### config.mk
export PLATFORM = sky130hd
export DESIGN_NAME = link_message_deframer_core
export DESIGN_NICKNAME = d
export VERILOG_FILES = /design/src/hw/rtl/lmd_pkg.sv /design/src/hw/rtl/lmd_parser.sv /design/src/hw/rtl/link_message_deframer_core.sv
export SDC_FILE = /design/constraint.sdc
export NUM_CORES = 1
export LEC_CHECK = 0
export BUFFER_PORTS_ARGS = -buffer_cell sky130_fd_sc_hd__buf_2
export CAP_MARGIN = 20
export CORE_MARGIN = 4
export CORE_UTILIZATION = 50
export CTS_BUF_LIST = sky130_fd_sc_hd__clkbuf_8
export CTS_CLUSTER_DIAMETER = 150
export DETAILED_ROUTE_END_ITERATION = 12
export GPL_ROUTABILITY_DRIVEN = 0
export PLACE_DENSITY = 0.72
export SLEW_MARGIN = 15
export SYNTH_ARGS = -nofsm -noshare
export SYNTH_HDL_FRONTEND = slang
export SYNTH_HIERARCHICAL = 1
export SYNTH_SLANG_ARGS = --single-unit
### constraint.sdc
create_clock -name clk -period 7.3 [get_ports clk]
set_clock_uncertainty 0.1 [all_clocks]
set_input_delay 0.73 -clock clk [delete_from_list [all_inputs] [get_ports clk]]
set_output_delay 0.73 -clock clk [all_outputs]
set_load 0.005 [all_outputs]
### src/hw/rtl/lmd_pkg.sv
`default_nettype none

package lmd_pkg;

	localparam int unsigned HDR_BYTES = 4;
	localparam int unsigned OPC_W     = 6;
	localparam int unsigned POS_W     = 9;

	// result kinds
	localparam logic [1:0] KIND_DATA   = 2'd0;
	localparam logic [1:0] KIND_CREDIT = 2'd1;
	localparam logic [1:0] KIND_BADOPC = 2'd2;

	// configuration register indexes
	localparam logic [0:0] CFG_DATA_OPC   = 1'b0;
	localparam logic [0:0] CFG_CREDIT_OPC = 1'b1;

	localparam logic [OPC_W-1:0] DATA_OPC_RST   = 6'd0;
	localparam logic [OPC_W-1:0] CREDIT_OPC_RST = 6'd1;

	typedef struct packed {
		logic [OPC_W-1:0] data_opc;
		logic [OPC_W-1:0] credit_opc;
	} lmd_cfg_t;

	typedef struct packed {
		logic [1:0]       kind;
		logic [7:0]       node;
		logic [7:0]       payload_byte;
		logic             byte_valid;
		logic             last;
		logic [15:0]      credit_amount;
		logic             underflow;
		logic [OPC_W-1:0] bad_opcode;
	} lmd_result_t;

endpackage

`default_nettype wire

### src/hw/rtl/lmd_parser.sv
`default_nettype none

// Per-byte message parser: header capture, padding count, result build.
module lmd_parser import lmd_pkg::*; #(
	parameter int unsigned BEAT_BYTES = 4
) (
	input  wire logic        clk,
	input  wire logic        arst_n,
	input  wire logic        step,
	input  wire logic [7:0]  rx_byte,
	input  wire lmd_cfg_t    cfg,
	output logic             res_valid,
	output lmd_result_t      res
);

	localparam int unsigned BCW = (BEAT_BYTES > 1) ? $clog2(BEAT_BYTES) : 1;
	localparam logic [BCW-1:0] BC_LAST = BCW'(BEAT_BYTES - 1);

	logic [POS_W-1:0] pos_q;
	logic [BCW-1:0]   bc_q;
	logic [7:0]       src_q;
	logic [7:0]       len_q;
	logic [OPC_W-1:0] opc_q;
	logic [7:0]       clo_q;
	logic [7:0]       chi_q;
	logic [7:0]       flg_q;

	logic             is_hdr;
	logic             at_opc;
	logic [OPC_W-1:0] opc_eff;
	logic             is_data;
	logic             is_credit;
	logic [POS_W:0]   pos_nx;
	logic [POS_W:0]   body_end;
	logic             reach;
	logic             final_byte;
	logic             data_win;
	logic             empty_msg;
	logic             cap_lo;
	logic             cap_hi;
	logic             cap_flg;
	logic [7:0]       clo_eff;
	logic [7:0]       chi_eff;
	logic [7:0]       flg_eff;

	always_comb begin
		is_hdr     = (pos_q < POS_W'(3));
		at_opc     = (pos_q == POS_W'(3));
		opc_eff    = at_opc ? rx_byte[7:2] : opc_q;
		is_data    = (opc_eff == cfg.data_opc);
		is_credit  = !is_data && (opc_eff == cfg.credit_opc);
		pos_nx     = {1'b0, pos_q} + 1'b1;
		body_end   = (POS_W+1)'(HDR_BYTES) + {{(POS_W-7){1'b0}}, len_q};
		reach      = (pos_nx >= body_end);
		// message end: header+payload covered and beat boundary reached
		final_byte = !is_hdr && reach && (bc_q == BC_LAST);
		data_win   = (pos_q >= POS_W'(HDR_BYTES)) && ({1'b0, pos_q} < body_end);
		empty_msg  = at_opc && (len_q == 8'd0);
		cap_lo     = is_credit && (pos_q == POS_W'(4));
		cap_hi     = is_credit && (pos_q == POS_W'(5));
		cap_flg    = is_credit && (pos_q == POS_W'(7));
		clo_eff    = cap_lo  ? rx_byte : clo_q;
		chi_eff    = cap_hi  ? rx_byte : chi_q;
		flg_eff    = cap_flg ? rx_byte : flg_q;
	end

	always_comb begin
		res       = '0;
		res_valid = 1'b0;
		if (!is_hdr) begin
			if (is_data) begin
				if (empty_msg || data_win) begin
					res_valid        = 1'b1;
					res.kind         = KIND_DATA;
					res.node         = src_q;
					res.payload_byte = data_win ? rx_byte : 8'd0;
					res.byte_valid   = data_win;
					res.last         = empty_msg || (pos_nx == body_end);
				end
			end else if (final_byte) begin
				res_valid = 1'b1;
				res.node  = src_q;
				res.last  = 1'b1;
				if (is_credit) begin
					res.kind          = KIND_CREDIT;
					res.credit_amount = {chi_eff, clo_eff};
					res.underflow     = flg_eff[7];
				end else begin
					res.kind       = KIND_BADOPC;
					res.bad_opcode = opc_eff;
				end
			end
		end
	end

	always_ff @(posedge clk or negedge arst_n) begin
		if (!arst_n) begin
			pos_q <= '0;
			bc_q  <= '0;
			src_q <= '0;
			len_q <= '0;
			opc_q <= '0;
			clo_q <= '0;
			chi_q <= '0;
			flg_q <= '0;
		end else if (step) begin
			pos_q <= final_byte ? '0 : pos_nx[POS_W-1:0];
			bc_q  <= (bc_q == BC_LAST) ? '0 : bc_q + 1'b1;
			if (pos_q == '0) begin
				clo_q <= '0;
				chi_q <= '0;
				flg_q <= '0;
			end
			if (pos_q == POS_W'(1)) begin
				src_q <= rx_byte;
			end
			if (pos_q == POS_W'(2)) begin
				len_q <= rx_byte;
			end
			if (at_opc) begin
				opc_q <= rx_byte[7:2];
			end
			if (cap_lo) begin
				clo_q <= rx_byte;
			end
			if (cap_hi) begin
				chi_q <= rx_byte;
			end
			if (cap_flg) begin
				flg_q <= rx_byte;
			end
		end
	end

	// position and beat counter restart together at every message start
	a_bc_aligned: assert property (@(posedge clk) disable iff (!arst_n)
		(pos_q == '0) |-> (bc_q == '0))
		else $error("beat counter out of step with message position");

	// a message never runs past its longest padded size
	a_pos_bound: assert property (@(posedge clk) disable iff (!arst_n)
		pos_q < POS_W'(HDR_BYTES + 255 + BEAT_BYTES))
		else $error("message position past end of longest message");

endmodule

`default_nettype wire

### src/hw/rtl/link_message_deframer_core.sv
`default_nettype none

// Channel   | handshake           | payload
// ----------+---------------------+---------------------------------------------
// input     | in_valid / in_stall | rx_byte
// output    | out_valid/out_stall | kind node payload_byte byte_valid last
//           |                     | credit_amount underflow bad_opcode
// config    | cfg_we              | cfg_index cfg_data
//
// One byte per cycle sustained while the sink does not stall. A request is held in the
// input register, is parsed by the single-pass logic in lmd_parser and, when it
// yields a result, lands in the output register.
// Reset clears the parser to "awaiting header" and the opcodes to 0 and 1.
// in_stall rises only while the input register is full and the output
// register holds a result that the sink is stalling.
module link_message_deframer_core import lmd_pkg::*; #(
	parameter int unsigned BEAT_BYTES = 4
) (
	input  wire logic             clk,
	input  wire logic             arst_n,
	// byte stream in
	input  wire logic             in_valid,
	output logic                  in_stall,
	input  wire logic [7:0]       rx_byte,
	// results out
	output logic                  out_valid,
	input  wire logic             out_stall,
	output logic [1:0]            kind,
	output logic [7:0]            node,
	output logic [7:0]            payload_byte,
	output logic                  byte_valid,
	output logic                  last,
	output logic [15:0]           credit_amount,
	output logic                  underflow,
	output logic [OPC_W-1:0]      bad_opcode,
	// configuration
	input  wire logic             cfg_we,
	input  wire logic [0:0]       cfg_index,
	input  wire logic [OPC_W-1:0] cfg_data
);

	logic [OPC_W-1:0] data_opc_q;
	logic [OPC_W-1:0] credit_opc_q;
	lmd_cfg_t         cfg;

	logic             valid_s1;
	logic [7:0]       byte_s1;
	logic             valid_s2;
	lmd_result_t      res_s2;

	logic             in_take;
	logic             advance;
	logic             res_valid;
	lmd_result_t      res;

	// config registers, to be written only while idle; the block does not enforce this
	always_ff @(posedge clk or negedge arst_n) begin
		if (!arst_n) begin
			data_opc_q   <= DATA_OPC_RST;
			credit_opc_q <= CREDIT_OPC_RST;
		end else if (cfg_we) begin
			case (cfg_index)
				CFG_DATA_OPC:   data_opc_q   <= cfg_data;
				CFG_CREDIT_OPC: credit_opc_q <= cfg_data;
				default: ;
			endcase
		end
	end

	assign cfg.data_opc   = data_opc_q;
	assign cfg.credit_opc = credit_opc_q;

	// parse moves the input register on whenever the output slot is free
	// or being drained this cycle
	assign advance  = valid_s1 && (!valid_s2 || !out_stall);
	assign in_stall = valid_s1 && !advance;
	assign in_take  = in_valid && !in_stall;

	always_ff @(posedge clk or negedge arst_n) begin
		if (!arst_n) begin
			valid_s1 <= 1'b0;
		end else if (in_take) begin
			valid_s1 <= 1'b1;
		end else if (advance) begin
			valid_s1 <= 1'b0;
		end
	end

	always_ff @(posedge clk) begin
		if (in_take) begin
			byte_s1 <= rx_byte;
		end
	end

	lmd_parser #(
		.BEAT_BYTES (BEAT_BYTES)
	) u_parser (
		.clk       (clk),
		.arst_n    (arst_n),
		.step      (advance),
		.rx_byte   (byte_s1),
		.cfg       (cfg),
		.res_valid (res_valid),
		.res       (res)
	);

	// result register; a byte that yields no parser result leaves it empty
	always_ff @(posedge clk or negedge arst_n) begin
		if (!arst_n) begin
			valid_s2 <= 1'b0;
		end else if (advance) begin
			valid_s2 <= res_valid;
		end else if (!out_stall) begin
			valid_s2 <= 1'b0;
		end
	end

	always_ff @(posedge clk) begin
		if (advance && res_valid) begin
			res_s2 <= res;
		end
	end

	assign out_valid     = valid_s2;
	assign kind          = res_s2.kind;
	assign node          = res_s2.node;
	assign payload_byte  = res_s2.payload_byte;
	assign byte_valid    = res_s2.byte_valid;
	assign last          = res_s2.last;
	assign credit_amount = res_s2.credit_amount;
	assign underflow     = res_s2.underflow;
	assign bad_opcode    = res_s2.bad_opcode;

	// stall back to the source only with both registers full and sink stalled
	a_stall_cause: assert property (@(posedge clk) disable iff (!arst_n)
		in_stall |-> (valid_s1 && valid_s2 && out_stall))
		else $error("input stalled without a blocked result");

	// a stalled result is never overwritten by the parser
	a_no_overwrite: assert property (@(posedge clk) disable iff (!arst_n)
		(valid_s2 && out_stall) |-> !advance)
		else $error("parser advanced over a stalled result");

	// credit and bad-opcode results always close their message
	a_report_last: assert property (@(posedge clk) disable iff (!arst_n)
		(valid_s2 && (res_s2.kind == KIND_CREDIT || res_s2.kind == KIND_BADOPC))
		|-> (res_s2.last && !res_s2.byte_valid))
		else $error("report result without last or with a data byte");

	// only the three defined kinds reach the output
	a_kind_range: assert property (@(posedge clk) disable iff (!arst_n)
		valid_s2 |-> (res_s2.kind == KIND_DATA || res_s2.kind == KIND_CREDIT ||
			res_s2.kind == KIND_BADOPC))
		else $error("undefined result kind");

endmodule

`default_nettype wire
Word-level counts from Yosys, hierarchy flattened
Cells that the tools add are included.

$add $sub $neg: 3. Multipliers: 0. Div/mod/pow operators: 0. Order comparisons: 4. Equality and inequality tests: 11. Shift-type cells: 0. Muxes and demuxes: 27. Bitwise operators: 6. Reductions and logical operators: 38.

Operators with widths (number): two-way mux 8 bit (8); equality test 9 x 3 -> 1 bit (second input constant) (3); two-way mux 24 bit (1); two-way mux 10 bit (2); equality test 9 x 2 -> 1 bit (second input constant) (2); two-way mux 18 bit (1); two-way mux 17 bit (1); AND reduction 2 bit (7); equality test 6 bit (2); logical AND 1 bit (12); two-way mux 6 bit (2); OR reduction 4 bit (3); adder 9 x 1 -> 10 bit (second input constant) (1); equality test 10 bit (1); >= comparator 10 bit (1); less-than comparator 9 x 10 -> 1 bit (1); adder 3 x 8 -> 9 bit (first input constant) (1); equality test 9 x 1 -> 1 bit (second input constant) (1); >= comparator 9 x 3 -> 1 bit (second input constant) (1); logical NOT 9 bit (1); less-than comparator 9 x 2 -> 1 bit (second input constant) (1); two-way mux 1 bit (9); two-way mux 9 bit (1); logical NOT 8 bit (1); 9 further kinds (25).

Register bits after elaboration: 122. Latch bits: 0. Bits in writable memories: 0. Memory bits (read-only): 0. Input bits: 20. Output and inout bits: 45. Logic and storage cells: 110. Memories: 0.

Depth between registers and ports, before layout
Depth in word-level cells: 10. Depth in mapped cells: 13. Depth with buffers taken out: 12.

By module
The synthesis kept the hierarchy.

By module, submodules not included: lmd_parser (times used 1, cells an instance 399, area an instance 3751.1 um2, seq. area each 1251.2 um2); link_message_deframer_core (times used 1, cells an instance 89, area an instance 2083.2 um2, seq. area each 1883.1 um2).

Least setup slack after synthesis
No wires, ideal clock.

Kind: register to register. Start point: register u_parser.pos_q[0]. End point: register res_s2 (netlist bit bad_opcode[0]), enable pin. Library setup time: 458 ps. Arrival time: 4688 ps. Data required time: 6742 ps. Slack: 2054 ps. Stages on the path, launching flop included: 12. Buffers on the path: 2. Clock period less this slack: 5246 ps. Cell sequence: dfrtp_1 -> ha_1 -> or4b_1 -> buf_2 -> or4_1 -> nand4_1 -> and4_1 -> buf_4 -> nand2_1 -> a22oi_2 -> nand2_1 -> a21oi_1.

Word-level cells in the longest chain between the ends: 8. Elaborated cells on any way between the ends: 19. Classes of those cells: add/sub: 1; order compare: 4; eq/ne: 2; mux: 5; reduce/logical: 7.

Ends and longest elaborated chain: start, declared (line lmd_parser.sv:19) `logic [POS_W-1:0] pos_q;`; start signal, assigned (line lmd_parser.sv:107) `pos_q <= final_byte ? '0 : pos_nx[POS_W-1:0];`; adder 9 x 1 -> 10 bit / less-than comparator 9 x 2 -> 1 bit (equally long branches) (line lmd_parser.sv:52, lmd_parser.sv:47); >= comparator 10 bit / logical NOT 1 bit (equally long branches) (line lmd_parser.sv:54, lmd_parser.sv:56); logical AND 1 bit (2 in a row) (line lmd_parser.sv:56) `final_byte = !is_hdr && reach && (bc_q == BC_LAST);`; two-way mux 1 bit (line lmd_parser.sv:80) `end else if (final_byte) begin`; two-way mux 1 bit (line lmd_parser.sv:71) `if (is_data) begin`; two-way mux 1 bit * (line lmd_parser.sv:70) `if (!is_hdr) begin`; net res_valid (line link_message_deframer_core.sv:53) `logic res_valid;`; logical AND 1 bit * (line link_message_deframer_core.sv:119) `if (advance && res_valid) begin`; end signal, assigned (line link_message_deframer_core.sv:120) `res_s2 <= res;`; end, declared (line link_message_deframer_core.sv:49) `lmd_result_t res_s2;`.

The timed path passes the listed nets; every way through them passes the cells marked *. A chain may end at the register's enable or synchronous reset.

Worst setup path in the final report
Start point: register u_parser.pos_q[1]. End point: register res_s2 (netlist bit bad_opcode[0]), enable pin.

Same word-level chain as after synthesis.

==> flow_summary.json <==
{
  "grt_pass1_wl_um": 21300,
  "synth-edff-count": 51,
  "gr-total-overflow": 0,
  "synth_top_area_share_pct": 27.0,
  "rrSetupSlack_ns": 2.60,
  "cts_resized": 0,
  "synthTopCellsByArea": "dfrtp_1, edfxtp_1, ha_1, mux2i_1, mux2_2",
  "place_inst": 674,
  "arrival_ns": 4.69,
  "start_util_pct": 51.1,
  "min_path_type": "primary input to async pin",
  "track_usage_pct": 20.8,
  "hold_buffers": 0,
  "cts_max_level": 4,
  "areaGrowthSynthToFinish_pct": 13.7,
  "use_met3_pct": 5.69,
  "critPathKind": "flip-flop to flip-flop",
  "period_share_pct": 64.4,
  "path_max_fanout": 31,
  "grt_pass1_vias": 4105,
  "clock_sinks": 115,
  "timing.rr.end": "bad_opcode[0]",
  "ant_nets": 0,
  "synth_cell_types": 58,
  "num_rows": 39,
  "final_max_slew_viol_count": 0,
  "cts_buffer_depth": 2,
  "io_pins": 65,
  "clk-insertion-delay-late_ns": 0.43,
  "port_buffers": 64,
  "met1_usage_pct": 27.0,
  "n_antenna_cell": 0,
  "cts_tree": "built",
  "syn_area_per_cell_um2": 12.0,
  "final_cell_area_um2": 6630,
  "status": "finished clean",
  "seq_area_frac_synth_pct": 53.7,
  "via_count": 4029,
  "async_flop_share_pct": 55.7,
  "grtUsageMet2_pct": 33.0,
  "synth_nets": 534,
  "clockRootBuffer": "clkbuf_8",
  "core_area_um2": 11400,
  "post_cts_buffers": 0,
  "synth_cells": 488,
  "grt_max_degree": 65,
  "setup_tns_ns": 0,
  "dp_hpwl_um": 9240,
  "worstMarginPinSlew_ns": 0.932,
  "die_w_um": 116,
  "relSlewSlack_pct": 37.9,
  "synthesis.area_um2": 5830,
  "cp_data_required_time_ns": 7.29,
  "first_pass_iters": 4,
  "startpoint_type": "flip-flop",
  "postPlaceCellArea_um2": 6240,
  "die_h_um": 116,
  "grt.busiest_layer": "met2",
  "reg2regPathDepth": 10,
  "drive_gt1_share_pct": 23.4,
  "synth_commonest_cells": "dfrtp_1, edfxtp_1, nand2_1",
  "p_leak_nw": 2.86,
  "ir_drop_uv": 168,
  "yosysWarnings": 6,
  "finalSetupViolations": 0,
  "drc_errors": 0,
  "synth_top_cell_by_area": "dfrtp_1",
  "clk_pin_slew_worst_paths_ns": 0.07,
  "drt_iter0_drc": 332,
  "wl_per_cell_um": 18.3,
  "maxCapViolations": 0,
  "fmax_mhz": 213,
  "reg2reg_from": "u_parser/pos_q[1]",
  "layout.nets": 596,
  "fin_crit_ns": 4.70,
  "powerDensity_nw_per_um2": 369,
  "wirelength_um": 12900,
  "antenna_found_initial": 0,
  "ys_ff_latch": 115,
  "numCtsBuffers": 17,
  "hold_viol": 0,
  "critPathCaptureType": "flip-flop",
  "routed_via_density": 5.71,
  "synth-main-ff-cell": "dfrtp_1",
  "synth_most_common_cell": "dfrtp_1",
  "rsz0062_at_grt": "false",
  "finalNonFillerCells": 706,
  "die_area_um2": 13500
}
==> logic make-up after synthesis <==
| group | after synthesis | share of synthesized area (%) |
|---|---|---|
| buf+inv | 47 | 3.86 |
| fa+ha+maj | 26 | 5.58 |
| mux | 51 | 9.20 |
| simple gates | 156 | 16.1 |
| xor+xnor | 21 | 3.15 |
| compound gates | 72 | 8.43 |
| flops | 115 | 53.7 |
==> layout by cell type (no fill, tap or decap), types with 15 or more instances in the layout <==
cell      count
xnor2_1      15
inv_1        27
o21ai_0      26
edfxtp_1     51
nand2_1      35
clkbuf_8     18
dfrtp_1      63
mux2i_1      30
mux2_2       21
nor2b_1      27
ha_1         26
nand3_1      27
buf_2        64
==> sequential cells by signal, indices dropped and copies added, names as in the netlist, 2 cells and up <==
signal	cells
node	8
credit_opc_q	6
u_parser/bc_q	2
u_parser/opc_q	6
data_opc_q	6
payload_byte	8
u_parser/len_q	8
kind	2
u_parser/clo_q	8
u_parser/chi_q	8
u_parser/pos_q	9
credit_amount	16
byte_s1	8
u_parser/src_q	8
bad_opcode	6
==> layout make-up <==
class | instances | area (µm²)
clock buffers | 18 | 248
clock inverters | 14 | 148
fillers | 943 | 4790
inverters | 23 | 86.3
multi-input cells | 326 | 2490
flip-flops and latches | 115 | 3130
well taps | 143 | 179
repair buffers | 67 | 343
==> stage by stage <==
step	setup slack, ns	power, mW	hold slack [ns]	utilization, %
5_1_grt	2.29	2.62	0.339	58.1
2_1_floorplan	2.05	1.60	0.334	-
3_3_place_gp	2.88	1.82	0.357	54.6
6_report	2.60	2.45	0.376	58.1
3_5_place_dp	2.66	1.86	0.373	54.6
4_1_cts	2.63	2.46	0.347	58.1
==> power by group <==
group	leakage (nW)	switching, mW	internal (mW)
logic	1.33	0.501	0.353
clock network	0.211	0.249	0.338
registers	1.32	0.152	0.855
==> how the worst max path moves through the flow <==
stage	startpoint	to	depth (start not counted)
final	u_parser/pos_q[1]	bad_opcode[0]	10
after global routing	u_parser/pos_q[1]	credit_amount[15]	10
after CTS	u_parser/pos_q[1]	bad_opcode[0]	10
after detailed placement	u_parser/pos_q[1]	bad_opcode[0]	10
after global placement	u_parser/pos_q[1]	bad_opcode[0]	10
after floorplan	u_parser/pos_q[0]	bad_opcode[0]	11
==> critical path, cell delays in order (launching register included) <==
cell,delay (ns)
dfrtp_1,0.47
ha_1,0.37
or4b_1,0.61
or4_1,0.44
nand4_1,0.13
and4_1,0.37
nand2_1,0.31
a22oi_2,0.52
nand2_1,0.18
a21oi_4,0.38
buf_4,0.44
==> layer usage <==
layer  up-vias  share of wire, %
met5         -                 0
met4         0               2.7
met3        30               5.8
met2       114                48
met1      2000                44
li1       1885                 -
Power figures use the tool's default switching activity.
